==> src/hdl/assert_macros.svh <==
// assertion macros shared by the rdc blocks
// each one is clocked on clk and held off while arst_n is low
`ifndef ASSERT_MACROS_SVH
`define ASSERT_MACROS_SVH

// property must hold at every clock edge outside reset
`define RDC_ASSERT(label, prop, msg) \
	label: assert property (@(posedge clk) disable iff (!arst_n) prop) else $error(msg);

// expression must never be true outside reset
`define RDC_ASSERT_NEVER(label, expr, msg) \
	label: assert property (@(posedge clk) disable iff (!arst_n) !(expr)) else $error(msg);

`endif

==> src/hdl/rdc_pkg.sv <==
// ----------------------------------------------------------------------------
// rdc_pkg
// Shared types and constants of the radial distortion correction pipeline.
// ----------------------------------------------------------------------------
`default_nettype none

package rdc_pkg;

	// pipeline depth, input register to output register
	localparam int NumStages = 8;

	localparam int PointW = 16;  // Q0.16 coordinate
	localparam int DeltaW = 17;  // signed offset from center
	localparam int R2W    = 17;  // rounded r2, Q1.16 (max 131068)
	localparam int SqW    = 32;  // one square, Q0.32
	localparam int FactW  = 37;  // signed scale factor, Q.28
	localparam int ProdW  = DeltaW + FactW;
	localparam int FracF  = 28;
	localparam int FracP  = 16;

	localparam int CfgIdxW = 2;

	localparam logic [CfgIdxW-1:0] REG_GAIN_R2  = 2'd0;
	localparam logic [CfgIdxW-1:0] REG_GAIN_R4  = 2'd1;
	localparam logic [CfgIdxW-1:0] REG_CENTER_X = 2'd2;
	localparam logic [CfgIdxW-1:0] REG_CENTER_Y = 2'd3;

	localparam logic [PointW-1:0] CenterReset = 16'h8000;

	typedef logic [NumStages-1:0] rdc_en_t;
	typedef logic signed [DeltaW-1:0] rdc_delta_t;
	typedef logic [R2W-1:0] rdc_r2_t;
	typedef logic signed [FactW-1:0] rdc_fact_t;

endpackage

`default_nettype wire

==> src/hdl/rdc_apply.sv <==
// ----------------------------------------------------------------------------
// rdc_apply
// Stages 7 and 8: scale the offsets, round, add the center back and clamp.
// ----------------------------------------------------------------------------
`default_nettype none

module rdc_apply (
	input  wire                       clk,
	input  wire [1:0]                 en,
	input  wire [15:0]                center_x,
	input  wire [15:0]                center_y,
	input  wire rdc_pkg::rdc_delta_t  dx,
	input  wire rdc_pkg::rdc_delta_t  dy,
	input  wire rdc_pkg::rdc_fact_t   fact,
	output logic [15:0]               fixed_x,
	output logic [15:0]               fixed_y,
	output logic                      clipped
);
	import rdc_pkg::*;

	localparam int OffW = ProdW - FracF;
	localparam int SumW = OffW + 1;

	logic signed [ProdW-1:0] mx_s7, my_s7;
	logic [PointW-1:0] fx_s8, fy_s8;
	logic clip_s8;

	logic signed [ProdW-1:0] tx, ty;
	logic signed [SumW-1:0] vx, vy;
	logic [PointW:0] cl_x, cl_y;

	// returns {clip, value}
	function automatic logic [PointW:0] clamp(input logic signed [SumW-1:0] v);
		logic [PointW:0] r;
		if (v[SumW-1]) begin
			r = {1'b1, {PointW{1'b0}}};
		end else if (|v[SumW-2:PointW]) begin
			r = {1'b1, {PointW{1'b1}}};
		end else begin
			r = {1'b0, v[PointW-1:0]};
		end
		return r;
	endfunction

	always_comb begin
		// add half, then floor by taking the upper bits
		tx = mx_s7 + ProdW'(1 << (FracF - 1));
		ty = my_s7 + ProdW'(1 << (FracF - 1));
		// offset is signed, so it is sign extended before the center is added
		vx = $signed(SumW'(center_x)) + SumW'($signed(tx[ProdW-1:FracF]));
		vy = $signed(SumW'(center_y)) + SumW'($signed(ty[ProdW-1:FracF]));
		cl_x = clamp(vx);
		cl_y = clamp(vy);
	end

	always_ff @(posedge clk) begin
		if (en[0]) begin
			mx_s7 <= dx * fact;
			my_s7 <= dy * fact;
		end
		if (en[1]) begin
			fx_s8   <= cl_x[PointW-1:0];
			fy_s8   <= cl_y[PointW-1:0];
			clip_s8 <= cl_x[PointW] | cl_y[PointW];
		end
	end

	assign fixed_x = fx_s8;
	assign fixed_y = fy_s8;
	assign clipped = clip_s8;

endmodule

`default_nettype wire

==> config.mk <==
export PLATFORM = sky130hd
export DESIGN_NAME = rdc_apply
export DESIGN_NICKNAME = d
export VERILOG_FILES = /design/src/hdl/assert_macros.svh /design/src/hdl/rdc_pkg.sv /design/src/hdl/rdc_apply.sv
export SDC_FILE = /design/constraint.sdc
export NUM_CORES = 2
export LEC_CHECK = 0
export BUFFER_PORTS_ARGS = -buffer_cell sky130_fd_sc_hd__buf_4
export CAP_MARGIN = 20
export CORE_MARGIN = 2
export CORE_UTILIZATION = 65
export CTS_BUF_LIST = sky130_fd_sc_hd__clkbuf_4 sky130_fd_sc_hd__clkbuf_8 sky130_fd_sc_hd__clkbuf_16
export DETAILED_ROUTE_END_ITERATION = 8
export MAX_ROUTING_LAYER = met4
export PLACE_DENSITY = 0.8
export SLEW_MARGIN = 20
export SYNTH_ARGS = -nofsm -noshare
export SYNTH_HDL_FRONTEND = slang
export SYNTH_SLANG_ARGS = --single-unit
export TNS_END_PERCENT = 20
==> constraint.sdc <==
create_clock -name clk -period 24.6 [get_ports clk]
set_input_delay 7.38 -clock clk [delete_from_list [all_inputs] [get_ports clk]]
set_output_delay 7.38 -clock clk [all_outputs]
set_load 0.05 [all_outputs]
# Yosys cells after proc, flatten, opt, wreduce, memory -nomap -nowiden

Cells that the tools add are included.
Widths: inputs -> output; s select.

Flip-flop bits (word level): 141
Output and inout port bits: 33

Add/subtract/negate cells: 4
$mul: 2
Mux-type cells: 4
Bitwise operators: 1
Reductions and logical operators: 2

Operator list:

| operator               | number |
|---|---|
| $add 54x29->54 const B | 2 |
| $mul 17x37->54         | 2 |
| $mux 17                | 4 |
| $add 17x26->27         | 2 |
| $reduce_or 10->1       | 2 |
| $or 1x1->1             | 1 |

# Logic depth before layout (Yosys ltp)

Word-level depth: 6
Mapped depth: 26

# Least setup slack after synthesis

No wires, ideal clock.

Kind: input port to flip-flop
From: input dx[3]
To: register mx_s7[53] (data pin)
Arrival time: 13.586 ns
Data required time: 24.340 ns
Slack: 10.754 ns
Stages: 24
Path buffers: 2
Cell sequence: clkbuf_1 > clkbuf_1 > nand2_1 > fa_1 > inv_1 > fa_1 > inv_1 > fa_1 > inv_1 > fa_1 > fa_1 > inv_1 > fa_1 > inv_1 > ha_1 > and4_4 > and3_4 > a22oi_1 > a211oi_1 > or4b_4 > a2111oi_4 > o2111ai_1 > a31oi_1 > xnor2_1

Longest elaborated chain between the ends: 1

RTL lines:

| what                 | RTL line        | source |
|---|---|---|
| from (decl)          | rdc_apply.sv:12 | `input wire rdc_pkg::rdc_delta_t dx,` |
| $mul 17x37->54       | rdc_apply.sv:58 | `mx_s7 <= dx * fact;` |
| to (signal assigned) | rdc_apply.sv:58 |  |
| to (decl)            | rdc_apply.sv:24 | `logic signed [ProdW-1:0] mx_s7, my_s7;` |

No other way between the ends.
A chain may end at the register's enable or synchronous reset.

# Worst setup path after layout

From: input dy[2]
To: register my_s7[53] (data pin)

Longest elaborated chain between the ends: 1

RTL lines:

| what                 | RTL line        | source |
|---|---|---|
| from (decl)          | rdc_apply.sv:13 | `input wire rdc_pkg::rdc_delta_t dy,` |
| $mul 17x37->54       | rdc_apply.sv:59 | `my_s7 <= dy * fact;` |
| to (signal assigned) | rdc_apply.sv:59 |  |
| to (decl)            | rdc_apply.sv:24 |  |

No other way between the ends.

==> flow_metrics.py <==
metrics = {
    "status": {
        "status": "finished, final reports clean",
    },
    "sta": {
        "drv_slew": 0,
        "skew_ns": 0.0125,
        "holdWs_ns": 0.922,
        "setup_viol": 0,
        "fin_crit_ns": 14.32,
        "worst_slack_ns": 10.28,
        "rsz0062_at_grt": "no",
        "tightest_slew_ns": 1.01,
        "fmax_mhz": 69.8,
        "post-route-period-util_pct": 58.2,
        "max_slew_margin_pct": 31.7,
        "hold_viol": 0,
        "tns_ns": 0,
    },
    "critical_path": {
        "cp-start-kind": "input pin",
        "cp.required_ns": 24.71,
        "worstSetupEndpointType": "register",
        "rrSetupSlack_ns": 19.72,
        "crit_path_start": "dy[2]",
        "worstPathMaxFanout": 37,
        "r2r-start": "my_s7[29]",
        "cp.arrival_ns": 14.43,
        "path_class": "input pin to register",
    },
    "logic_synthesis": {
        "avgSynthCellArea_um2": 9.05,
        "synth_cell_types": 97,
        "ys_async_sr_fraction_pct": 0,
        "synth_edf_count": 87,
        "yosys_warnings": 0,
        "ys.flop_type": "edfxtp_1",
        "syn_nets": 6810,
        "synth_cells": 5236,
        "ys_seq_elements": 87,
        "syn_area_um2": 47400,
        "ys_seq_area_share_pct": 5.51,
    },
    "worst_hold_path": {
        "holdCritStartpoint": "mx_s7[28]",
        "hp-class": "register to register",
    },
    "cts": {
        "cts-root-buf": "clkbuf_16",
        "post_cts.repair.setup_buffers": 0,
        "clock_latency_ns": 0.37,
        "cts_resized": 0,
        "cts_num_sinks": 87,
        "tritoncts": "done",
        "cts-htree-levels": 3,
        "path_clk_slew_ns": 0.07,
        "postCtsHoldBufs": 0,
        "cts_buffer_depth": 2,
        "cts_buffers": 9,
    },
    "placement": {
        "dp_slack_ns": 9.97,
        "io_buffer_count": 138,
        "place_inst": 6071,
        "place_congestion": 0.918,
        "post-dp-hpwl_um": 86800,
    },
    "floorplanning": {
        "die-area_um2": 75100,
        "num_rows": 99,
        "dieWidth_um": 274,
        "die_height_um": 274,
        "io-pin-count": 139,
        "core_region_area_um2": 72600,
        "start_util_pct": 65.3,
    },
    "detailed_routing": {
        "dr.pass1.iters": 6,
        "drt_iter0_drc": 2813,
        "vias": 34935,
        "post-route-drc-count": 0,
        "viasPerCell": 5.74,
        "wirelength_um": 116000,
        "routedWlPerCell_um": 19.1,
        "final_antenna_net_count": 0,
    },
    "cells_and_area": {
        "syn_to_final_growth_pct": 3.15,
        "instances_no_fill": 6090,
        "fillCellCount": 5710,
        "drive_gt1_share_pct": 3.82,
        "layout.nets": 6697,
    },
    "global_route": {
        "grt_pass1_wl_um": 196000,
        "grt_max_degree": 55,
        "grt_pass1_vias": 38372,
        "antenna_found_initial": 3,
        "grt_usage_pct": 34.3,
        "overflow": 0,
    },
    "run": {
        "drv_cap": 0,
    },
}
## per-layer routing
metal | GRT usage [%] | share of wire [%]
met1 | 44.5 | 38
met2 | 55.3 | 48
met3 | 6.24 | 9.9
met4 | 11.1 | 3.7
met5 | - | 0
## layout make-up
cell class,instances,area (um2),share of cell area [%]
Sequential cell,87,2610,5.34
Tap cell,959,1200,2.45
Timing Repair Buffer,141,1060,2.17
Inverter,1346,5050,10.3
Clock inverter,7,72.6,0.148
Antenna cell,3,7.51,0.0154
Multi-Input combinational cell,3538,38700,79.1
Clock buffer,9,225,0.461
## state kept, by name (all words and copies together) (netlist names)
register / cells
fixed_y: 16
my_s7: 27
clipped: 1
mx_s7: 27
fixed_x: 16
## final timing paths
check | to | depth (start not counted)
min | fixed_x[0] | 3
max reg2reg | fixed_y[2] | 14
max | my_s7[53] | 23
min reg2reg | fixed_x[0] | 3
## critical path, cell delays in order
cell and delay [ns]:
buf_4 0.41, nand2_1 0.16, fa_1 0.57, inv_1 0.06, fa_1 0.52, inv_1 0.05
fa_1 0.52, inv_1 0.07, fa_1 0.50, fa_1 0.51, inv_1 0.05, fa_1 0.48
inv_1 0.04, ha_1 0.35, a21oi_1 0.22, o221ai_1 0.17, a2111oi_0 0.39, nand3_1 0.11
o21ai_0 0.81, o31ai_1 0.25, a21oi_1 0.40, o311ai_0 0.23, xnor2_1 0.16
## Yosys cell counts (5+ instances only)
library cell  instances  area, um2
and4_1               12        105
nor4_1                5       31.3
nor3_1               18       90.1
buf_2                 9       45.0
fa_1               1192      23900
xnor2_1              98        858
and3_1               20        125
o21a_1               31        233
a21oi_1              95        475
nand3_1              41        205
o21bai_1             16        120
clkbuf_1            241        905
nand4_1              30        188
o22ai_1               5       31.3
and2_1              463       2900
nand2b_1             20        125
or3_1                 6       37.5
inv_1              1346       5050
o2111ai_1             7       61.3
nor2b_1              10       62.6
o21ai_0              57        285
xor2_1               43        377
nor2_1              111        417
edfxtp_1             87       2610
ha_1                276       3450
nand2_1             779       2920
a31oi_1              33        206
a21o_1               49        368
a221oi_1              5       43.8
o31ai_1               8       60.1
a211oi_1              8       60.1
a21boi_0              5       37.5
## logic make-up (layout without fill, tap and decap cells)
| kind of cell | count (synthesis) | after routing | share of synthesized area, % |
|---|---|---|---|
| simple gates | 1556 | 1556 | 16.0 |
| other cells | 0 | 3 | 0 |
| fa+ha+maj | 1468 | 1468 | 57.6 |
| mux | 3 | 3 | 0.0660 |
| xor+xnor | 141 | 141 | 2.61 |
| buf+inv | 1611 | 1503 | 12.9 |
| flops | 87 | 87 | 5.51 |
| compound gates | 370 | 370 | 5.21 |
## stage by stage
stage	util, %	area [um2]
final	67.3	48900
after global routing	67.3	48900
after CTS	67.3	48900
after detailed placement	66.9	48600
after global placement	66.9	48600
after floorplan	-	47400
## layout by cell type, fill, tap and decap left out, types with 4 or more instances in the layout
cell type | synthesis | final
inv_1 | 1346 | 1346
fa_1 | 1192 | 1192
nand2_1 | 779 | 779
and2_1 | 463 | 463
ha_1 | 276 | 276
buf_4 | 3 | 141
nor2_1 | 111 | 111
xnor2_1 | 98 | 98
a21oi_1 | 95 | 95
edfxtp_1 | 87 | 87
o21ai_0 | 57 | 57
a21o_1 | 49 | 49
xor2_1 | 43 | 43
nand3_1 | 41 | 41
a31oi_1 | 33 | 33
o21a_1 | 31 | 31
nand4_1 | 30 | 30
nand2b_1 | 20 | 20
and3_1 | 20 | 20
nor3_1 | 18 | 18
o21bai_1 | 16 | 16
and4_1 | 12 | 12
nor2b_1 | 10 | 10
clkbuf_16 | 0 | 9
a211oi_1 | 8 | 8
o31ai_1 | 8 | 8
o2111ai_1 | 7 | 7
or3_1 | 6 | 6
a21boi_0 | 5 | 5
o22ai_1 | 5 | 5
a221oi_1 | 5 | 5
nor4_1 | 5 | 5
and4_4 | 4 | 4
nand4b_1 | 4 | 4
a221o_1 | 4 | 4
a311oi_1 | 4 | 4
a2111oi_0 | 4 | 4
o211ai_1 | 4 | 4
clkinvlp_4 | 0 | 4
Power is not shown: default switching activity piles up to over one toggle a cycle in this logic, so the estimate is an artifact.
