**src/hdl/assert_macros.svh**
```systemverilog
// assertion macros shared by the rdc blocks
// each one is clocked on clk and held off while arst_n is low
`ifndef ASSERT_MACROS_SVH
`define ASSERT_MACROS_SVH

// property must hold at every clock edge outside reset
`define RDC_ASSERT(label, prop, msg) \
	label: assert property (@(posedge clk) disable iff (!arst_n) prop) else $error(msg);

// expression must never be true outside reset
`define RDC_ASSERT_NEVER(label, expr, msg) \
	label: assert property (@(posedge clk) disable iff (!arst_n) !(expr)) else $error(msg);

`endif

```
**src/hdl/rdc_pkg.sv**
```systemverilog
// ----------------------------------------------------------------------------
// rdc_pkg
// Shared types and constants of the radial distortion correction pipeline.
// ----------------------------------------------------------------------------
`default_nettype none

package rdc_pkg;

	// pipeline depth, input register to output register
	localparam int NumStages = 8;

	localparam int PointW = 16;  // Q0.16 coordinate
	localparam int DeltaW = 17;  // signed offset from center
	localparam int R2W    = 17;  // rounded r2, Q1.16 (max 131068)
	localparam int SqW    = 32;  // one square, Q0.32
	localparam int FactW  = 37;  // signed scale factor, Q.28
	localparam int ProdW  = DeltaW + FactW;
	localparam int FracF  = 28;
	localparam int FracP  = 16;

	localparam int CfgIdxW = 2;

	localparam logic [CfgIdxW-1:0] REG_GAIN_R2  = 2'd0;
	localparam logic [CfgIdxW-1:0] REG_GAIN_R4  = 2'd1;
	localparam logic [CfgIdxW-1:0] REG_CENTER_X = 2'd2;
	localparam logic [CfgIdxW-1:0] REG_CENTER_Y = 2'd3;

	localparam logic [PointW-1:0] CenterReset = 16'h8000;

	typedef logic [NumStages-1:0] rdc_en_t;
	typedef logic signed [DeltaW-1:0] rdc_delta_t;
	typedef logic [R2W-1:0] rdc_r2_t;
	typedef logic signed [FactW-1:0] rdc_fact_t;

endpackage

`default_nettype wire

```
**src/hdl/rdc_radius.sv**
```systemverilog
// ----------------------------------------------------------------------------
// rdc_radius
// Stages 1 to 3: offsets from the center, squares, rounded r2 in Q1.16.
// ----------------------------------------------------------------------------
`default_nettype none

module rdc_radius (
	input  wire                  clk,
	input  wire [2:0]            en,
	input  wire [15:0]           point_x,
	input  wire [15:0]           point_y,
	input  wire [15:0]           center_x,
	input  wire [15:0]           center_y,
	output rdc_pkg::rdc_delta_t  dx,
	output rdc_pkg::rdc_delta_t  dy,
	output rdc_pkg::rdc_r2_t     r2q
);
	import rdc_pkg::*;

	rdc_delta_t dx_s1, dy_s1, dx_s2, dy_s2, dx_s3, dy_s3;
	logic [SqW-1:0] sqx_s2, sqy_s2;
	rdc_r2_t r2q_s3;

	rdc_delta_t ndx, ndy;
	logic [PointW-1:0] ax, ay;
	logic [SqW:0] r2sum;

	always_comb begin
		ndx = -dx_s1;
		ndy = -dy_s1;
		ax = dx_s1[DeltaW-1] ? ndx[PointW-1:0] : dx_s1[PointW-1:0];
		ay = dy_s1[DeltaW-1] ? ndy[PointW-1:0] : dy_s1[PointW-1:0];
		// round half up into Q1.16
		r2sum = {1'b0, sqx_s2} + {1'b0, sqy_s2} + (SqW+1)'(1 << (FracP - 1));
	end

	always_ff @(posedge clk) begin
		if (en[0]) begin
			dx_s1 <= $signed({1'b0, point_x}) - $signed({1'b0, center_x});
			dy_s1 <= $signed({1'b0, point_y}) - $signed({1'b0, center_y});
		end
		if (en[1]) begin
			sqx_s2 <= ax * ax;
			sqy_s2 <= ay * ay;
			dx_s2  <= dx_s1;
			dy_s2  <= dy_s1;
		end
		if (en[2]) begin
			r2q_s3 <= r2sum[SqW:FracP];
			dx_s3  <= dx_s2;
			dy_s3  <= dy_s2;
		end
	end

	assign dx  = dx_s3;
	assign dy  = dy_s3;
	assign r2q = r2q_s3;

endmodule

`default_nettype wire

```
**config.mk**
```make
export PLATFORM = sky130hd
export DESIGN_NAME = rdc_radius
export DESIGN_NICKNAME = d
export VERILOG_FILES = /design/src/hdl/assert_macros.svh /design/src/hdl/rdc_pkg.sv /design/src/hdl/rdc_radius.sv
export SDC_FILE = /design/constraint.sdc
export NUM_CORES = 1
export LEC_CHECK = 0
export ABC_AREA = 1
export BUFFER_PORTS_ARGS = -buffer_cell sky130_fd_sc_hd__clkbuf_2
export CAP_MARGIN = 25
export CORE_UTILIZATION = 49
export DETAILED_ROUTE_END_ITERATION = 7
export PLACE_DENSITY = 0.68
export SLEW_MARGIN = 20
export SYNTH_ARGS = -nofsm -noshare
export SYNTH_HDL_FRONTEND = slang
export SYNTH_SLANG_ARGS = --single-unit
```
**constraint.sdc**
```tcl
create_clock -name clk -period 6.2 [get_ports clk]
set_input_delay 0 -clock clk [delete_from_list [all_inputs] [get_ports clk]]
set_output_delay 0 -clock clk [all_outputs]
set_load 0.1 [all_outputs]
```
# == Word level (Yosys, flattened, before mapping) ==
# Index checks and enable logic that the tools add are counted.
# classes
addsub,6
mul,2
muxes,2
# op_table
op,count
multiplier 16 x 16 -> 32 bit,2
subtractor 16 x 16 -> 17 bit,2
adder 32 x 32 -> 33 bit,1
adder 33 x 16 -> 33 bit (second input constant),1
two-way mux 16 bit,2
negator 16 bit,2
# word_totals
regBits,183
input_bits,68

# == Longest topological paths before layout ==
# depth
ltp_word,3
depth_mapped,35
mapped_depth_nobuf,34

# == Worst setup path after synthesis ==
# Ideal clock, no wire load.
# synth_timing
kind,reg2reg
start,register dx_s1[0]
end,"register sqx_s2[24], data pin"
setup_time_ns,0.252
arrival_ns,6.261
slack_ns,-0.313
stages_incl_launch_ff,27
synth_period_minus_slack_ns,6.513
cell_sequence,edfxtp_1 inv_2 clkbuf_1 ha_1 nand3_2 o21ai_4 xor2_4 inv_6 nor2_1 fa_1 inv_1 fa_1 inv_1 fa_1 fa_1 fa_1 inv_1 fa_1 inv_1 ha_1 a21o_1 a21oi_1 o21ai_0 a21oi_1 nand2_1 nand2_1 nand2_1
# synth_via
elab_chain_len,3
# synth_lines
item,line_no,text
"start, declared",rdc_radius.sv:20,"rdc_delta_t dx_s1, dy_s1, dx_s2, dy_s2, dx_s3, dy_s3;"
"start signal, assigned",rdc_radius.sv:39,"dx_s1 <= $signed({1'b0, point_x}) - $signed({1'b0, center_x});"
negator 16 bit,rdc_radius.sv:29,ndx = -dx_s1;
two-way mux 16 bit (*),rdc_radius.sv:31,ax = dx_s1[DeltaW-1] ? ndx[PointW-1:0] : dx_s1[PointW-1:0];
multiplier 16 x 16 -> 32 bit (*),rdc_radius.sv:43,sqx_s2 <= ax * ax;
"end signal, assigned",rdc_radius.sv:43,
"end, declared",rdc_radius.sv:21,"logic [SqW-1:0] sqx_s2, sqy_s2;"
# Every way passes the cells marked *; elsewhere a longest branch is shown, timed or not.
# A chain may end at the register's enable or synchronous reset.

# == Worst setup path in the final report ==
# layout_timing
start,register dx_s1[1]
end,"register sqx_s2[17], data pin"
# Same word-level chain as after synthesis.

==> results.md <==
- The final RePlAce weighted congestion is 0.968.
- The number of top-level design ports is 119.
- The largest net degree at the start of global routing is 59.
- The final total negative setup slack is -0.413 ns.
- The number of levels in the clock H-tree is 4.
- Setup repair after global routing could not meet its margin everywhere.
- The clock edge transition at the registers on the reported setup and hold paths is 0.08 ns.
- The post-synthesis sequential element count is 179.
- The number of library cell types mapped by synthesis is 44.
- The share of layout cells above drive strength 1 is 28.0%.
- The cell area reported after detailed placement is 28500 sq um.
- The core region is 50000 sq um.
- TritonCTS built the clock tree.
- The longest clock path from root to sink contains 2 buffers.
- The overall global routing resource usage is 26.1%.
- In this run the remaining antenna-violating nets after routing total 0.
- The setup violation total in the final timing report is 15.
- The final number of max-transition violations was 0.
- The latest clock arrival within the worst-skew pair is 0.49 ns.
- The total of warnings raised by yosys is 0.
- The total number of clock tree sinks is 179.
- The largest incremental delay on the critical path is 0.55 ns.
- Among all stages on the critical path, the largest delay is contributed by fa_1.
- The required time of the critical path is 6.43 ns.
- The most numerous cell type found on the critical path is fa_1.
- Counting I/O delays and the setup requirement, the final critical path takes 6.30 ns.
- The remaining routing DRC violations is 0.
- The arrival time reported for the critical path endpoint is 6.53 ns.
- The checks that failed: setup timing.
- After synthesis the cells add up to 24800 sq um.
- The number of vias per cell after detailed routing is 5.06.
- Port buffering added 118 buffers.
- The number of antenna violations at the first check in global routing was 0.
- The number of antenna diodes in the final layout is 0.
- The worst path uses 102% of the clock period.
- The floorplan has 82 rows.
- The remaining max-slew budget at the tightest pin is 43.4%.
- The final setup skew is 0.0146 ns.
- The width of the die is 227 um.
- In this run the worst path has a maximum fanout of 4.
- The tree is rooted in a clkbuf_16.
- Once detailed placement completed, the half-perimeter wirelength came to 54000 um.
- The mean cell area of the mapped netlist is 8.71 sq um.
- The flow ran to the end, but the final reports show violations.
- The global-route wire length before repair is 104000 um.
- Sequential elements use 21.7% of the synthesized area.
- The number of buffers created by CTS is 17.
- For this run the aggregate overflow at the end of global routing stands at 0.
- The number of max-cap violations is 0.
- The final hold violation count is 0.
- The final layout contains routed wiring with a total length of 64400 um.
- The critical path is of the flip-flop to flip-flop type.
- The number of global-route vias before repair was 21500.
- Before antenna repair, the detailed router went through 8 iterations.
- The die covers 51400 sq um.
- The slew at the pin closest to its max-slew limit is 0.850 ns.
- The floorplan step set the die height to 227 um.
- The type of element capturing the critical path is a flip-flop.
- The initial utilization of the core area, before any placement, comes to 49.6%.
- The path class of the tightest hold or removal check is primary input to flip-flop.
- The final instance area is 31500 sq um.
- The worst slack at placement is -0.466 ns.
- In this run, the number of DRC markers left after iteration 0 of detailed routing was 1086.
- The routed layout has 20300 vias.
- The area overhead of the layout relative to synthesis is 27.0%.
- Based on the critical path, the design can be clocked at up to 0.159 GHz.
- The count of mapped cells out of synthesis is 2845.
- The slack of the critical path is -0.100 ns.
- In the final routed layout, each cell accounts on average for 16.0 um.
- Synthesis produced a netlist with a net count of 3526.
- In the final design database the tool counted 4017 nets.
- The worst setup path is launched from a flip-flop.
==> metal layers <==
| layer | vias to the layer above | share of wire (%) | global-route usage, % | wire, um |
|---|---|---|---|---|
| met1 | 9842 | 43 | 33.3 | 27800 |
| met5 | - | 0 | 0 | 0 |
| met2 | 570 | 49 | 45.2 | 31700 |
| met3 | 103 | 5.2 | 3.86 | 3340 |
| met4 | 0 | 2.5 | 8.24 | 1620 |
| li1 | 9831 | - | - | - |
==> what timing repair did <==
action,4_1_cts,5_1_grt
resized for setup,157,310
hold buffers,8,0
setup endpoints to repair,40,43
pin swaps,71,146
buffers inserted,36,39
cloned,0,1
endpoints found under the hold margin,7,0
==> layout by cell type, fill, tap and decap left out, types with 7 or more instances in the layout <==
cell | synthesis | routed
inv_1 | 653 | 603
nand2_4 | 1 | 22
a21oi_2 | 0 | 28
o21a_1 | 9 | 9
nor2_1 | 253 | 181
clkbuf_2 | 0 | 117
o21ai_2 | 2 | 9
nor2_4 | 8 | 44
a21oi_4 | 0 | 9
nand4_1 | 18 | 18
edfxtp_1 | 179 | 179
nor2_2 | 14 | 50
nand3_2 | 3 | 13
inv_2 | 20 | 66
ha_1 | 284 | 249
xnor2_1 | 23 | 22
clkbuf_16 | 0 | 17
nor3_1 | 29 | 18
o21ai_0 | 77 | 55
o21ai_1 | 5 | 16
dlygate4sd3_1 | 0 | 8
buf_6 | 2 | 32
xor2_1 | 65 | 59
nand2_1 | 535 | 462
nand3b_1 | 7 | 7
nand2_2 | 10 | 62
buf_4 | 4 | 329
fa_2 | 0 | 20
nand3_1 | 106 | 91
ha_4 | 0 | 32
o21bai_1 | 16 | 11
a21o_1 | 12 | 11
xor2_2 | 3 | 8
a21oi_1 | 130 | 93
buf_12 | 0 | 8
fa_1 | 329 | 309
nor3_2 | 1 | 9
==> metrics by stage <==
stage / utilization [%] / instances / hold slack (ns)
after global placement: 57.0 / 3909 / 0.403
after global routing: 63.0 / 4021 / 0.0452
final: 63.0 / 4021 / 0.0341
after detailed placement: 57.0 / 3909 / 0.405
after CTS: 60.2 / 3985 / 0.0105
after floorplan: - / 2845 / 0.112
==> final timing paths <==
| check | start | end | slack (ns) | depth (start not counted) |
|---|---|---|---|---|
| min reg2reg | dx_s2[8]$_DFFE_PP_ | dx[8]$_DFFE_PP_ | 0.42 | 0 |
| min | center_x[15] | dx_s1[15]$_DFFE_PP_ | 0.03 | 5 |
| max | dx_s1[1]$_DFFE_PP_ | sqx_s2[17]$_DFFE_PP_ | -0.10 | 28 |
| max reg2reg | dx_s1[1]$_DFFE_PP_ | sqx_s2[17]$_DFFE_PP_ | -0.10 | 28 |
==> critical path: cells and delay by family (launching register included) <==
kind	cells	cell delay [ns]
compound gates	3	0.51
xor+xnor	2	0.26
fa+ha+maj	8	3.51
buf+inv	10	0.96
flops	1	0.44
simple gates	5	0.36
==> cells in the mapped netlist (all sizes together) <==
| library cell | instances | area share (%) |
|---|---|---|
| ha | 284 | 14 |
| fa | 329 | 27 |
| or2 | 6 | 0.15 |
| inv | 676 | 10 |
| nand3 | 110 | 2.3 |
| xor2 | 73 | 3.1 |
| buf | 18 | 0.45 |
| o21bai | 16 | 0.49 |
| a21boi | 2 | 0.061 |
| o21a | 9 | 0.27 |
| nand4 | 18 | 0.45 |
| nand2 | 546 | 8.4 |
| a21oi | 130 | 2.6 |
| o21ai | 85 | 1.8 |
| a31oi | 6 | 0.15 |
| a21o | 12 | 0.36 |
| nor2 | 275 | 4.6 |
| nand3b | 7 | 0.21 |
| a31o | 1 | 0.035 |
| nor3 | 30 | 0.63 |
| clkbuf | 5 | 0.076 |
| edfxtp | 179 | 22 |
| nor4 | 2 | 0.051 |
| xnor2 | 23 | 0.81 |
| or3 | 3 | 0.096 |
==> final cells by class <==
cell class | instances | area (sq um)
sequential | 179 | 5380
clock inverter | 15 | 188
timing repair buffer | 495 | 3670
fill | 4086 | 18500
inverter | 676 | 2560
clock buffer | 17 | 425
multi-input combinational | 1967 | 18400
tap | 672 | 841
==> state kept, by name, indices dropped and copies added, names as in the netlist <==
name / cells
sqx_s2: 30
dx_s1: 17
sqy_s2: 30
dy_s2: 17
r2q: 17
dx_s2: 17
dy: 17
dy_s1: 17
dx: 17
==> cell families (layout without fill, tap and decap cells) <==
| kind of cell | after synthesis | after routing | share of synthesized area (%) |
|---|---|---|---|
| compound gates | 261 | 261 | 5.79 |
| fa+ha+maj | 613 | 613 | 40.9 |
| simple gates | 997 | 997 | 16.9 |
| xor+xnor | 96 | 96 | 3.86 |
| flops | 179 | 179 | 21.7 |
| buf+inv | 699 | 1203 | 10.8 |
Power is not shown: default switching activity piles up to over one toggle a cycle in this logic, so the estimate is an artifact.
