## src/hdl/assert_macros.svh

```systemverilog
// assertion macros shared by the rdc blocks
// each one is clocked on clk and held off while arst_n is low
`ifndef ASSERT_MACROS_SVH
`define ASSERT_MACROS_SVH

// property must hold at every clock edge outside reset
`define RDC_ASSERT(label, prop, msg) \
	label: assert property (@(posedge clk) disable iff (!arst_n) prop) else $error(msg);

// expression must never be true outside reset
`define RDC_ASSERT_NEVER(label, expr, msg) \
	label: assert property (@(posedge clk) disable iff (!arst_n) !(expr)) else $error(msg);

`endif

```

## src/hdl/rdc_pkg.sv

```systemverilog
// ----------------------------------------------------------------------------
// rdc_pkg
// Shared types and constants of the radial distortion correction pipeline.
// ----------------------------------------------------------------------------
`default_nettype none

package rdc_pkg;

	// pipeline depth, input register to output register
	localparam int NumStages = 8;

	localparam int PointW = 16;  // Q0.16 coordinate
	localparam int DeltaW = 17;  // signed offset from center
	localparam int R2W    = 17;  // rounded r2, Q1.16 (max 131068)
	localparam int SqW    = 32;  // one square, Q0.32
	localparam int FactW  = 37;  // signed scale factor, Q.28
	localparam int ProdW  = DeltaW + FactW;
	localparam int FracF  = 28;
	localparam int FracP  = 16;

	localparam int CfgIdxW = 2;

	localparam logic [CfgIdxW-1:0] REG_GAIN_R2  = 2'd0;
	localparam logic [CfgIdxW-1:0] REG_GAIN_R4  = 2'd1;
	localparam logic [CfgIdxW-1:0] REG_CENTER_X = 2'd2;
	localparam logic [CfgIdxW-1:0] REG_CENTER_Y = 2'd3;

	localparam logic [PointW-1:0] CenterReset = 16'h8000;

	typedef logic [NumStages-1:0] rdc_en_t;
	typedef logic signed [DeltaW-1:0] rdc_delta_t;
	typedef logic [R2W-1:0] rdc_r2_t;
	typedef logic signed [FactW-1:0] rdc_fact_t;

endpackage

`default_nettype wire

```

## src/hdl/rdc_pipe_ctl.sv

```systemverilog
// ----------------------------------------------------------------------------
// rdc_pipe_ctl
// Valid bits and per-stage load enables; bubbles are squeezed out on a stall.
// ----------------------------------------------------------------------------
`default_nettype none

`include "assert_macros.svh"

module rdc_pipe_ctl (
	input  wire            clk,
	input  wire            arst_n,
	input  wire            in_valid,
	output logic           in_ready,
	output logic           out_valid,
	input  wire            out_ready,
	output rdc_pkg::rdc_en_t stage_en
);
	import rdc_pkg::*;

	rdc_en_t vld_q;

	// a stage loads when it is empty or its item moves on
	always_comb begin
		stage_en[NumStages-1] = !vld_q[NumStages-1] || out_ready;
		for (int k = NumStages - 2; k >= 0; k--) begin
			stage_en[k] = !vld_q[k] || stage_en[k+1];
		end
	end

	always_ff @(posedge clk or negedge arst_n) begin
		if (!arst_n) begin
			vld_q <= '0;
		end else begin
			if (stage_en[0]) begin
				vld_q[0] <= in_valid;
			end
			for (int k = 1; k < NumStages; k++) begin
				if (stage_en[k]) begin
					vld_q[k] <= vld_q[k-1];
				end
			end
		end
	end

	assign in_ready  = stage_en[0];
	assign out_valid = vld_q[NumStages-1];

	`RDC_ASSERT(a_full_stall_blocks_input, (&vld_q && !out_ready) |-> !in_ready, "full stalled pipe takes an item")
	`RDC_ASSERT(a_stalled_item_kept, (vld_q[NumStages-1] && !out_ready) |=> vld_q[NumStages-1], "stalled result lost")
	`RDC_ASSERT_NEVER(a_item_vanishes, vld_q[0] && !stage_en[0] && stage_en[1], "stage one held while stage two loads")

endmodule

`default_nettype wire

```

## config.mk

```make
export PLATFORM = sky130hd
export DESIGN_NAME = rdc_pipe_ctl
export DESIGN_NICKNAME = d
export VERILOG_FILES = /design/src/hdl/rdc_pkg.sv /design/src/hdl/rdc_pipe_ctl.sv
export VERILOG_INCLUDE_DIRS = /design/src /design/src/hdl
export SDC_FILE = /design/constraint.sdc
export NUM_CORES = 1
export LEC_CHECK = 0
export CORE_AREA = 5 5 42 44
export DETAILED_ROUTE_END_ITERATION = 6
export DIE_AREA = 0 0 47 49
export DONT_BUFFER_PORTS = 1
export GPL_TIMING_DRIVEN = 0
export PLACE_DENSITY = 0.39
export SLEW_MARGIN = 10
export SYNTH_ARGS = -nofsm -noshare
export SYNTH_HDL_FRONTEND = slang
export SYNTH_SLANG_ARGS = --single-unit
```

## constraint.sdc

```tcl
create_clock -name clk -period 1.41 [get_ports clk]
set_clock_uncertainty 0.2 [all_clocks]
set_input_delay 0.2115 -clock clk [delete_from_list [all_inputs] [get_ports clk]]
set_output_delay 0.2115 -clock clk [all_outputs]
set_load 0.05 [all_outputs]
```

* Yosys cells after proc, flatten, opt, wreduce, memory -nomap -nowiden
Index checks and enable logic that the tools add are counted.
Widths: inputs -> output; s select.
** Storage, ports and cells
- Register bits :: 8
- Memories :: 0
- ROM bits :: 0
- Logic and storage cells :: 24
- Input port bits :: 4
- RAM bits :: 0
- Latch bits :: 0
- Output and inout bits :: 10
** Operators by class
- Add/sub/neg operators :: 0
- Bitwise gates (word level) :: 0
- Multiplexer cells :: 0
- Multiply operators :: 0
- Shift operators :: 0
- Equality and inequality tests :: 0
- Div/mod/pow operators :: 0
- Reductions and logical operators :: 16
- Magnitude comparators :: 0
** Operators by type and width (number)
- $logic_not 1->1 :: 8
- $logic_or 1x1->1 :: 8

* Depth between registers and ports, before layout
Gate-level depths: netlist (run 1).
- Word-level depth :: 9
- Gate-level depth with buffers :: 4
- Mapped depth without buffers :: 2

* Worst setup path after synthesis (run 1)
OpenSTA, ideal clock, no wires.
- Path kind :: flip-flop to output port
- From :: register vld_q[7]
- To :: output port stage_en[0]
- Buffers on the path :: 2
- Slack :: -1.016 ns
- Data arrival time :: 2.014 ns
- Stages on the path, launching flop included :: 5
- Path through :: dfrtp_1 and4b_4 buf_6 nand4_1 buf_4
** On the way
- Longest elaborated chain between the ends :: 9
** RTL lines
- start: declaration :: RTL line rdc_pipe_ctl.sv:20 : rdc_en_t vld_q;
- start signal: indexed assignment :: RTL line rdc_pipe_ctl.sv:39 : vld_q[k] <= vld_q[k-1];
- $logic_not 1->1 :: RTL line rdc_pipe_ctl.sv:24 : stage_en[NumStages-1] = !vld_q[NumStages-1] || out_ready;
- $logic_or 1x1->1 :: RTL line rdc_pipe_ctl.sv:24
- $logic_or 1x1->1 (7 in a row) :: RTL line rdc_pipe_ctl.sv:26 : stage_en[k] = !vld_q[k] || stage_en[k+1];
- end: declaration :: RTL line rdc_pipe_ctl.sv:16 : output rdc_pkg::rdc_en_t stage_en
Every way passes these cells.

* Final worst setup path (run 1)
Same ends and word-level chain as after synthesis.

==> summary.txt, run 1 <==
Routing
  – Post-DRT Antenna Nets: 0
  – DRT Wirelength: 850 um
  – Via/cell ratio: 4.75
  – Routed met3 length: 81 um
  – WL/cell: 14.4 um
  – Vias: 280
  – DR pass1 iterations: 3
  – Highest Signal Layer: met4
  – Detail Route met2 WL: 473 um
  – M1 wire length: 282 um
  – DRC Markers: 0
  – Iter 0 DRT Violations: 1

Pwr
  – P per Cell Area: 1720 mW/mm^2
  – Peak VDD IR: 0.879 mV
  – Reg power frac: 0.338
  – Power share of the clock group: 0.194
  – Sw Pwr: 0.404 mW
  – Internal power: 0.571 mW
  – Comb power frac: 0.468
  – Net Sw Frac: 0.415
  – Static Leak: 0.232 nW

Timing
  – Clock period minus worst slack: 2.54 ns
  – Tightest Pin Transition: 0.680 ns
  – Fin Hold WS: 0.0993 ns
  – Final setup vio count: 17
  – Slew Viols, Final: 0
  – Slew Limit Headroom: 0.545
  – Unrepaired setup endpoints after global routing: yes
  – Final Cycle Share: 1.80
  – Maximum clock rate: 394 MHz
  – Hold Violations, Final: 0
  – Setup WS post-layout: -1.13 ns

Cells and area
  – Area grow syn2layout: 63.9%
  – Number of nets in the layout: 48
  – Largest registers: vld_q: 8 flops
  – Fill count: 139
  – Fin area: 568 um^2
  – Largest Register: vld_q
  – Diodes inserted: 0
  – Non-filler instance count after layout: 59
  – Max reg flops: 8
  – FF+latch area: 203 um^2
  – Share of cells above drive strength 1: 0.535
  – Multi-input logic area: 176 um^2

Floorplan
  – Die height: 49 um
  – Initial core utilization: 0.247
  – Die area: 0.00230 mm^2
  – Die Wd: 47 um
  – I/O Pins: 14
  – Rows: 14
  – Core Region: 0.00140 mm^2

Synth
  – #FFs+latches synth: 8
  – Yosys top cell area share: 0.578
  – Cell with the most instances after synthesis: dfrtp_1
  – Syn avg cell area: 12.0 um^2
  – Top post-synthesis cells by area: dfrtp_1 (58%), nand2b_1 (5.4%), a21o_1 (4.3%), and4b_4 (4.0%), buf_6 (3.2%)
  – Cells after Synth: 29
  – Sequential fraction of the synthesis area: 0.578
  – Most common flop cell mapped by yosys: dfrtp_1
  – FFs w/ async S/R, synth: 1.00
  – Post-Synthesis Cell Area: 347 um^2
  – EDFF count, synth: 0
  – Synth cell count leaders: dfrtp_1 (8), nand2b_1 (3), a21o_1 (2), nand2_1 (2), nand3_1 (2)
  – Synthesized Nets: 33
  – Ys Warns: 0
  – Post-synthesis cell type count: 17
  – Area leader, netlist: dfrtp_1

GRT
  – Initial antenna violation count: 0
  – Overflow after GRT: 0
  – Total GRT Usage: 0.0801
  – Number of global-route vias before repair: 275
  – Global-route wire length before repair: 1.20 mm
  – Largest net degree at the start of global routing: 10

Placed design
  – Area post-placement: 372 um^2
  – Placer Congestion: 0.634
  – PortBufs: 0
  – Dpl cells: 45
  – Pre-CTS setup slack: -0.924 ns
  – Final HPWL DP: 529 um

Worst setup path
  – Critical Path AT: 2.13 ns
  – Critical-path maximum fanout: 4
  – CP startpoint kind: flop
  – Worst Path Required: 1.00 ns
  – CP Class: flop to output port
  – CP endpoint kind: output port

Clocking
  – Clock root buffer: clkbuf_4
  – CTS tree: yes
  – Max clock buf depth: 2
  – CTS Buf Count: 3
  – CTS H-tree lvls: 1
  – Clock-pin slew on the worst setup and hold paths: 0.06 ns
  – Skew-Pair Late Insertion Delay: 0.26 ns
  – TritonCTS Sinks: 8

Job
  – Max Cap Viol: 0

Worst hold path
  – Hold WC Path Type: input port to asynchronous set/reset pin

Outcome
  – Status: complete, but fails checks
  – Violated checks: setup timing
## routing by layer
layer,up-vias,global-route usage
li1,130,-
met1,138,0.0764
met2,10,0.118
met3,2,0.0664
met4,0,0.0415
met5,-,0
## power by group through the flow
stage	Clock (mW)	Combinational, mW	Sequential (mW)
after CTS	0.191	0.332	0.325
final	0.189	0.457	0.330
after detailed placement	0	0.267	0.316
after floorplan	0	0.245	0.308
after global routing	0.222	0.481	0.339
after global placement	0	0.264	0.315
## stage by stage
step | setup TNS, ns | utilization | power [mW]
after floorplan | -2.60 | - | 0.553
after detailed placement | -3.33 | 0.265 | 0.583
after CTS | -6.27 | 0.338 | 0.848
final | -7.50 | 0.405 | 0.975
after global routing | -8.46 | 0.405 | 1.04
after global placement | -3.14 | 0.265 | 0.579
## what timing repair did
action,in CTS,in global routing
gates resized for setup,8,13
endpoints found under the hold margin,9,0
buffers inserted,2,6
pin swaps,2,4
hold buffers,2,0
endpoints found under the setup margin,13,17
## cell type report
cell class,count,share of cell area
clock buffer,4,0.0463
multi-input combinational,17,0.311
timing repair buffer,10,0.189
sequential,8,0.357
inverter,1,0.0132
buffer,3,0.0485
tap,16,0.0352
## placed cells by master (no fill, tap or decap), types with 2 or more instances in the layout
cell / synthesis / routed
dfrtp_1: 8 / 6
buf_6: 1 / 6
nand3_4: 0 / 2
dfrtp_2: 0 / 2
buf_4: 1 / 3
dlygate4sd3_1: 0 / 2
a21o_1: 2 / 2
clkbuf_4: 0 / 3
nand2b_1: 3 / 3
## worst max-delay path, cell delays in order, from the launching register on
cell     delay [ns]
dfrtp_2        0.54
and4b_4        0.30
buf_6          0.10
nand4_1        0.54
buf_6          0.39
## logic make-up (layout without fill, tap and decap cells)
family          count (synthesis)  count (layout)  share of synthesized area
buf+inv                         4              18                     0.0794
compound gates                  5               5                      0.123
simple gates                   12              12                      0.220
flops                           8               8                      0.578
## final timing paths
path | startpoint | to | slack, ns | cells past startpoint
worst max-delay path | vld_q[7]$_DFFE_PN0P_ | stage_en[0] | -1.13 | 4
worst min-delay path | arst_n | vld_q[5]$_DFFE_PN0P_ | 0.1 | 1
worst max register to register | vld_q[7]$_DFFE_PN0P_ | vld_q[5]$_DFFE_PN0P_ | -0.36 | 6
worst min register to register | vld_q[5]$_DFFE_PN0P_ | vld_q[6]$_DFFE_PN0P_ | 0.28 | 1
max in group asynchronous | arst_n | vld_q[7]$_DFFE_PN0P_ | 0.62 | 1
min in group clk | vld_q[5]$_DFFE_PN0P_ | vld_q[6]$_DFFE_PN0P_ | 0.28 | 1
Power figures use the tool's default switching activity.
==> run 2: changes to the inputs <==
CTS_CLUSTER_SIZE = 28   (was not set)
HOLD_SLACK_MARGIN = 0.15   (was not set)
==> run 2 against run 1 <==
Net effect: the run still ends with setup timing left; count of clock-buffer cells in the layout unchanged; critical path depth unchanged; final cell count unchanged; non-clock buffer count did not move; die area unchanged; via count unchanged; global-route usage up 0.071 points; first-iteration DRC count did not move.
==> summary.txt, run 2 (synthesis results as in run 1) <==
Clocking
  – Skew-Pair Late Insertion Delay: 0.26 ns
  – Clock root buffer: clkbuf_4
  – CTS Buf Count: 3
  – Max clock buf depth: 2
  – Hold-fix buffers, CTS: 3
  – Clock-pin slew on the worst setup and hold paths: 0.06 ns
  – CTS H-tree lvls: 1
  – TritonCTS Sinks: 8
  – CTS tree: yes

Timing
  – Fin Hold WS: 0.0993 ns
  – Final Cycle Share: 1.80
  – Final setup vio count: 17
  – Hold Violations, Final: 0
  – Maximum clock rate: 394 MHz
  – Unrepaired setup endpoints after global routing: yes
  – Slew Viols, Final: 0
  – Tightest Pin Transition: 0.680 ns
  – Clock period minus worst slack: 2.54 ns
  – Slew Limit Headroom: 0.545
  – Setup WS post-layout: -1.13 ns

Placed design
  – Final HPWL DP: 529 um
  – Placer Congestion: 0.634
  – Dpl cells: 45
  – Area post-placement: 372 um^2
  – Pre-CTS setup slack: -0.924 ns
  – PortBufs: 0

Cells and area
  – Largest registers: vld_q: 8 flops
  – Non-filler instance count after layout: 59
  – Share of cells above drive strength 1: 0.535
  – Area grow syn2layout: 63.9%
  – Diodes inserted: 0
  – Fill count: 139
  – Most frequent cells in the layout: buf_6 (6), dfrtp_1 (6), nand2b_1 (3), clkbuf_4 (3), buf_4 (3)
  – Max reg flops: 8
  – Fin area: 568 um^2
  – Largest Register: vld_q
  – Core Util, Final: 0.405
  – Number of nets in the layout: 48

Worst setup path
  – CP Class: flop to output port
  – Worst Setup EP: stage_en[0]
  – Stages on worst setup path: 4
  – Critical Path AT: 2.13 ns
  – CP startpoint kind: flop
  – Worst reg2reg setup slack: -0.36 ns
  – Most used cell, CP: buf_6
  – Worst Path Required: 1.00 ns
  – Crit. Startpoint: vld_q[7]$_DFFE_PN0P_
  – Reg2Reg Launch Point: vld_q[7]$_DFFE_PN0P_
  – Worst R2R End: vld_q[5]$_DFFE_PN0P_
  – CP Buf/Inv Count: 2
  – Critical-path maximum fanout: 4
  – CP top delay family: simple AND/OR/NAND/NOR gates
  – Largest incremental delay on the critical path: 0.54 ns
  – Critical path's slowest cell: dfrtp_2
  – CP endpoint kind: output port
  – Critical-path cell list: and4b_4, buf_6, nand4_1, buf_6
  – Depth of the most critical reg-to-reg path: 6

Pwr
  – Sw Pwr: 0.404 mW
  – Power share of the clock group: 0.194
  – P per Cell Area: 1720 mW/mm^2
  – Comb power frac: 0.468
  – Reg power frac: 0.338
  – Internal power: 0.571 mW
  – Peak VDD IR: 0.879 mV
  – Net Sw Frac: 0.415
  – Static Leak: 0.232 nW

Routing
  – Vias: 280
  – DRT Wirelength: 850 um
  – WL/cell: 14.4 um
  – Post-DRT Antenna Nets: 0
  – DR pass1 iterations: 3
  – DRC Markers: 0
  – Via/cell ratio: 4.75
  – Iter 0 DRT Violations: 1

GRT
  – Number of global-route vias before repair: 279
  – Global-route wire length before repair: 1.21 mm
  – Initial antenna violation count: 0
  – Overflow after GRT: 0
  – Largest net degree at the start of global routing: 10
  – Total GRT Usage: 0.0809

Floorplan
  – Rows: 14
  – Die height: 49 um
  – Core Region: 0.00140 mm^2
  – Initial core utilization: 0.247
  – Die area: 0.00230 mm^2
  – I/O Pins: 14
  – Die Wd: 47 um

Outcome
  – Violated checks: setup timing
  – Status: complete, but fails checks

Worst hold path
  – Hold WC Path Type: input port to asynchronous set/reset pin

Job
  – Max Cap Viol: 0
## run 2: cell counts in the layout (fill, tap and decap cells not counted)
No cell type changed its count.
## run 2: worst min path at each step
stage / from / end / slack [ns] / cells past startpoint
3_3_place_gp: arst_n / vld_q[6]$_DFFE_PN0P_ / -0.28 / 0
2_1_floorplan: arst_n / vld_q[0]$_DFFE_PN0P_ / -0.28 / 0
6_report: arst_n / vld_q[5]$_DFFE_PN0P_ / 0.1 / 1
5_1_grt: arst_n / vld_q[5]$_DFFE_PN0P_ / 0.12 / 1
3_5_place_dp: arst_n / vld_q[6]$_DFFE_PN0P_ / -0.28 / 0
4_1_cts: vld_q[2]$_DFFE_PN0P_ / vld_q[3]$_DFFE_PN0P_ / 0.26 / 1
## run 2: power groups by stage
stage | combinational, mW | sequential [mW] | clock (mW)
2_1_floorplan | 0.245 | 0.308 | 0
3_3_place_gp | 0.264 | 0.315 | 0
3_5_place_dp | 0.267 | 0.316 | 0
4_1_cts | 0.334 | 0.325 | 0.191
5_1_grt | 0.481 | 0.339 | 0.222
6_report | 0.457 | 0.330 | 0.189
## run 2: worst register-to-register path, stage by stage (launching register included)
cell     delay (ns)
dfrtp_2        0.52
and4b_4        0.26
buf_6          0.11
buf_4          0.13
buf_12         0.13
buf_6          0.12
or2_1          0.19
## run 2: cell type report
cell class,instances,area (um^2),share of cell area
timing repair buffer,10,108,0.189
clock buffer,4,26.3,0.0463
sequential,8,203,0.357
buffer,3,27.5,0.0485
inverter,1,7.51,0.0132
multi-input combinational,17,176,0.311
tap,16,20.0,0.0352
## run 2: layer usage
metal,global-route usage,part of all wire,vias to the layer above
met1,0.0764,0.33,138
met2,0.120,0.56,10
met5,0,0,-
li1,-,-,130
met4,0.0415,0.015,0
met3,0.0664,0.095,2
## run 2: timing repair
action | in CTS | in global routing
endpoints found under the setup margin | 13 | 18
pin swaps | 2 | 4
hold endpoints to repair | 9 | 8
gates resized for setup | 8 | 13
setup buffers | 2 | 6
## run 2: through the flow
stage	total power, mW	TNS [ns]
floorplan	0.553	-2.60
global placement	0.579	-3.14
detailed placement	0.583	-3.33
CTS	0.850	-6.27
global route	1.04	-8.46
finish	0.975	-7.50
==> run 3: changes to the inputs <==
clock period = 2.85 ns   (was 1.41 ns; I/O delays follow)
==> run 3 against run 2 <==
Net effect: the run now ends clean; power is 61% lower; worst hold slack better by 0.16 ns; routed wire length is 16% lower; flip-flop and latch count stayed put; via count is 10% lower; worst setup slack better by 1.2 ns.
==> summary.txt, run 3 (synthesis results as in run 1) <==
Clocking
  – CTS Buf Count: 3
  – TritonCTS Sinks: 8
  – Clock-pin slew on the worst setup and hold paths: 0.05 ns
  – CTS tree: yes
  – Clock root buffer: clkbuf_4
  – Max clock buf depth: 2
  – Skew-Pair Late Insertion Delay: 0.25 ns
  – CTS H-tree lvls: 1

Floorplan
  – Die Wd: 47 um
  – Initial core utilization: 0.247
  – Die height: 49 um
  – Rows: 14
  – Die area: 0.00230 mm^2
  – I/O Pins: 14
  – Core Region: 0.00140 mm^2

Worst setup path
  – CP endpoint kind: output port
  – Worst reg2reg setup slack: 1.31 ns
  – Critical-path cell list: and4b_4, buf_6, nand4_1, buf_6
  – Most used cell, CP: buf_6
  – CP Class: flop to output port
  – CP Buf/Inv Count: 2
  – Stages on worst setup path: 4
  – Largest incremental delay on the critical path: 0.55 ns
  – CP startpoint kind: flop
  – Critical path's slowest cell: nand4_1
  – CP top delay family: simple AND/OR/NAND/NOR gates
  – Critical Path AT: 2.15 ns
  – Depth of the most critical reg-to-reg path: 2
  – Critical-path maximum fanout: 10
  – Worst Path Required: 2.22 ns

Cells and area
  – Share of cells above drive strength 1: 0.286
  – Fill count: 149
  – Multi-input logic area: 119 um^2
  – Largest registers: vld_q: 8 flops
  – Max reg flops: 8
  – Most frequent cells in the layout: dfrtp_1 (7), nand2b_1 (3), clkbuf_4 (3)
  – Diodes inserted: 0
  – FF+latch area: 201 um^2
  – Area grow syn2layout: 21.7%
  – Largest Register: vld_q
  – Leading cell type in the layout, fill and taps excluded: dfrtp_1
  – Core Util, Final: 0.301
  – Number of nets in the layout: 41

GRT
  – Total GRT Usage: 0.0779
  – Initial antenna violation count: 0
  – Global-route wire length before repair: 1.16 mm
  – Overflow after GRT: 0
  – Largest net degree at the start of global routing: 11
  – Number of global-route vias before repair: 267

Timing
  – Clock period minus worst slack: 2.78 ns
  – TNS Setup: 0 ns
  – Unrepaired setup endpoints after global routing: no
  – Fin Hold WS: 0.260 ns
  – Setup WS post-layout: 0.0713 ns
  – Tightest Pin Transition: 0.679 ns
  – Hold Violations, Final: 0
  – Final setup vio count: 0
  – Final Cycle Share: 0.975
  – Slew Viols, Final: 0
  – Maximum clock rate: 360 MHz
  – Slew Limit Headroom: 0.546

Routing
  – Vias: 251
  – Iter 0 DRT Violations: 2
  – DRT Wirelength: 714 um
  – Via/cell ratio: 4.92
  – Post-DRT Antenna Nets: 0
  – WL/cell: 14.0 um
  – DRC Markers: 0
  – DR pass1 iterations: 3

Placed design
  – Final HPWL DP: 548 um
  – Placer Congestion: 0.675
  – PortBufs: 0
  – Pre-CTS setup slack: 0.0897 ns

Outcome
  – Status: complete, no violations

Worst hold path
  – Hold WC Path Type: flop to flop
  – Worst hold path depth: 1

Pwr
  – Peak VDD IR: 0.205 mV
  – Static Leak: 0.180 nW
  – P per Cell Area: 901 mW/mm^2

Job
  – Max Cap Viol: 0
==> run 3: cell types whose count changed in the layout (fill, tap and decap cells not counted), moves of 2 or more <==
cell / previous run / this run
buf_4: 3 / 1
buf_6: 6 / 2
nand2_1: 0 / 2
nand3_1: 0 / 2
nand3_4: 2 / 0
==> run 3: routing by layer <==
layer / share of wire / up-vias / track usage
met3: 0.13 / 4 / 0.0517
met2: 0.52 / 12 / 0.113
li1: - / 114 / -
met5: 0 / - / 0
met4: 0.035 / 0 / 0.0691
met1: 0.32 / 121 / 0.0694
==> run 3: timing repair <==
action,CTS,global route
pin swaps,0,1
endpoints found under the hold margin,9,0
hold buffers,2,0
endpoints found under the setup margin,1,1
resized for setup,2,0
cloned,0,0
buffers inserted,0,1
==> run 3: path summary, 6_finish.rpt <==
check / startpoint / end
max: vld_q[7]$_DFFE_PN0P_ / stage_en[0]
max in group asynchronous: arst_n / vld_q[7]$_DFFE_PN0P_
min in group asynchronous: arst_n / vld_q[6]$_DFFE_PN0P_
min reg2reg: vld_q[2]$_DFFE_PN0P_ / vld_q[3]$_DFFE_PN0P_
max reg2reg: vld_q[7]$_DFFE_PN0P_ / vld_q[6]$_DFFE_PN0P_
min: vld_q[2]$_DFFE_PN0P_ / vld_q[3]$_DFFE_PN0P_
==> run 3: through the flow <==
stage	instance area, um^2	total power [mW]	cells
6_report	422	0.380	51
5_1_grt	422	0.402	51
4_1_cts	414	0.385	50
3_5_place_dp	367	0.287	45
3_3_place_gp	367	0.285	45
2_1_floorplan	347	0.273	29
==> run 3: cell type report <==
class                           count  area share
Sequential cell                     8       0.478
Multi-Input combinational cell     17       0.282
Timing Repair Buffer                3      0.0653
Buffer                              3      0.0653
Clock buffer                        3      0.0534
Tap cell                           16      0.0475
Inverter                            1     0.00890
==> run 3: power by group <==
group | internal [mW] | total (mW) | switching (mW)
Clock | 0.0482 | 0.0868 | 0.0386
Combinational | 0.0389 | 0.138 | 0.0988
Sequential | 0.133 | 0.155 | 0.0220
Total | 0.220 | 0.380 | 0.159
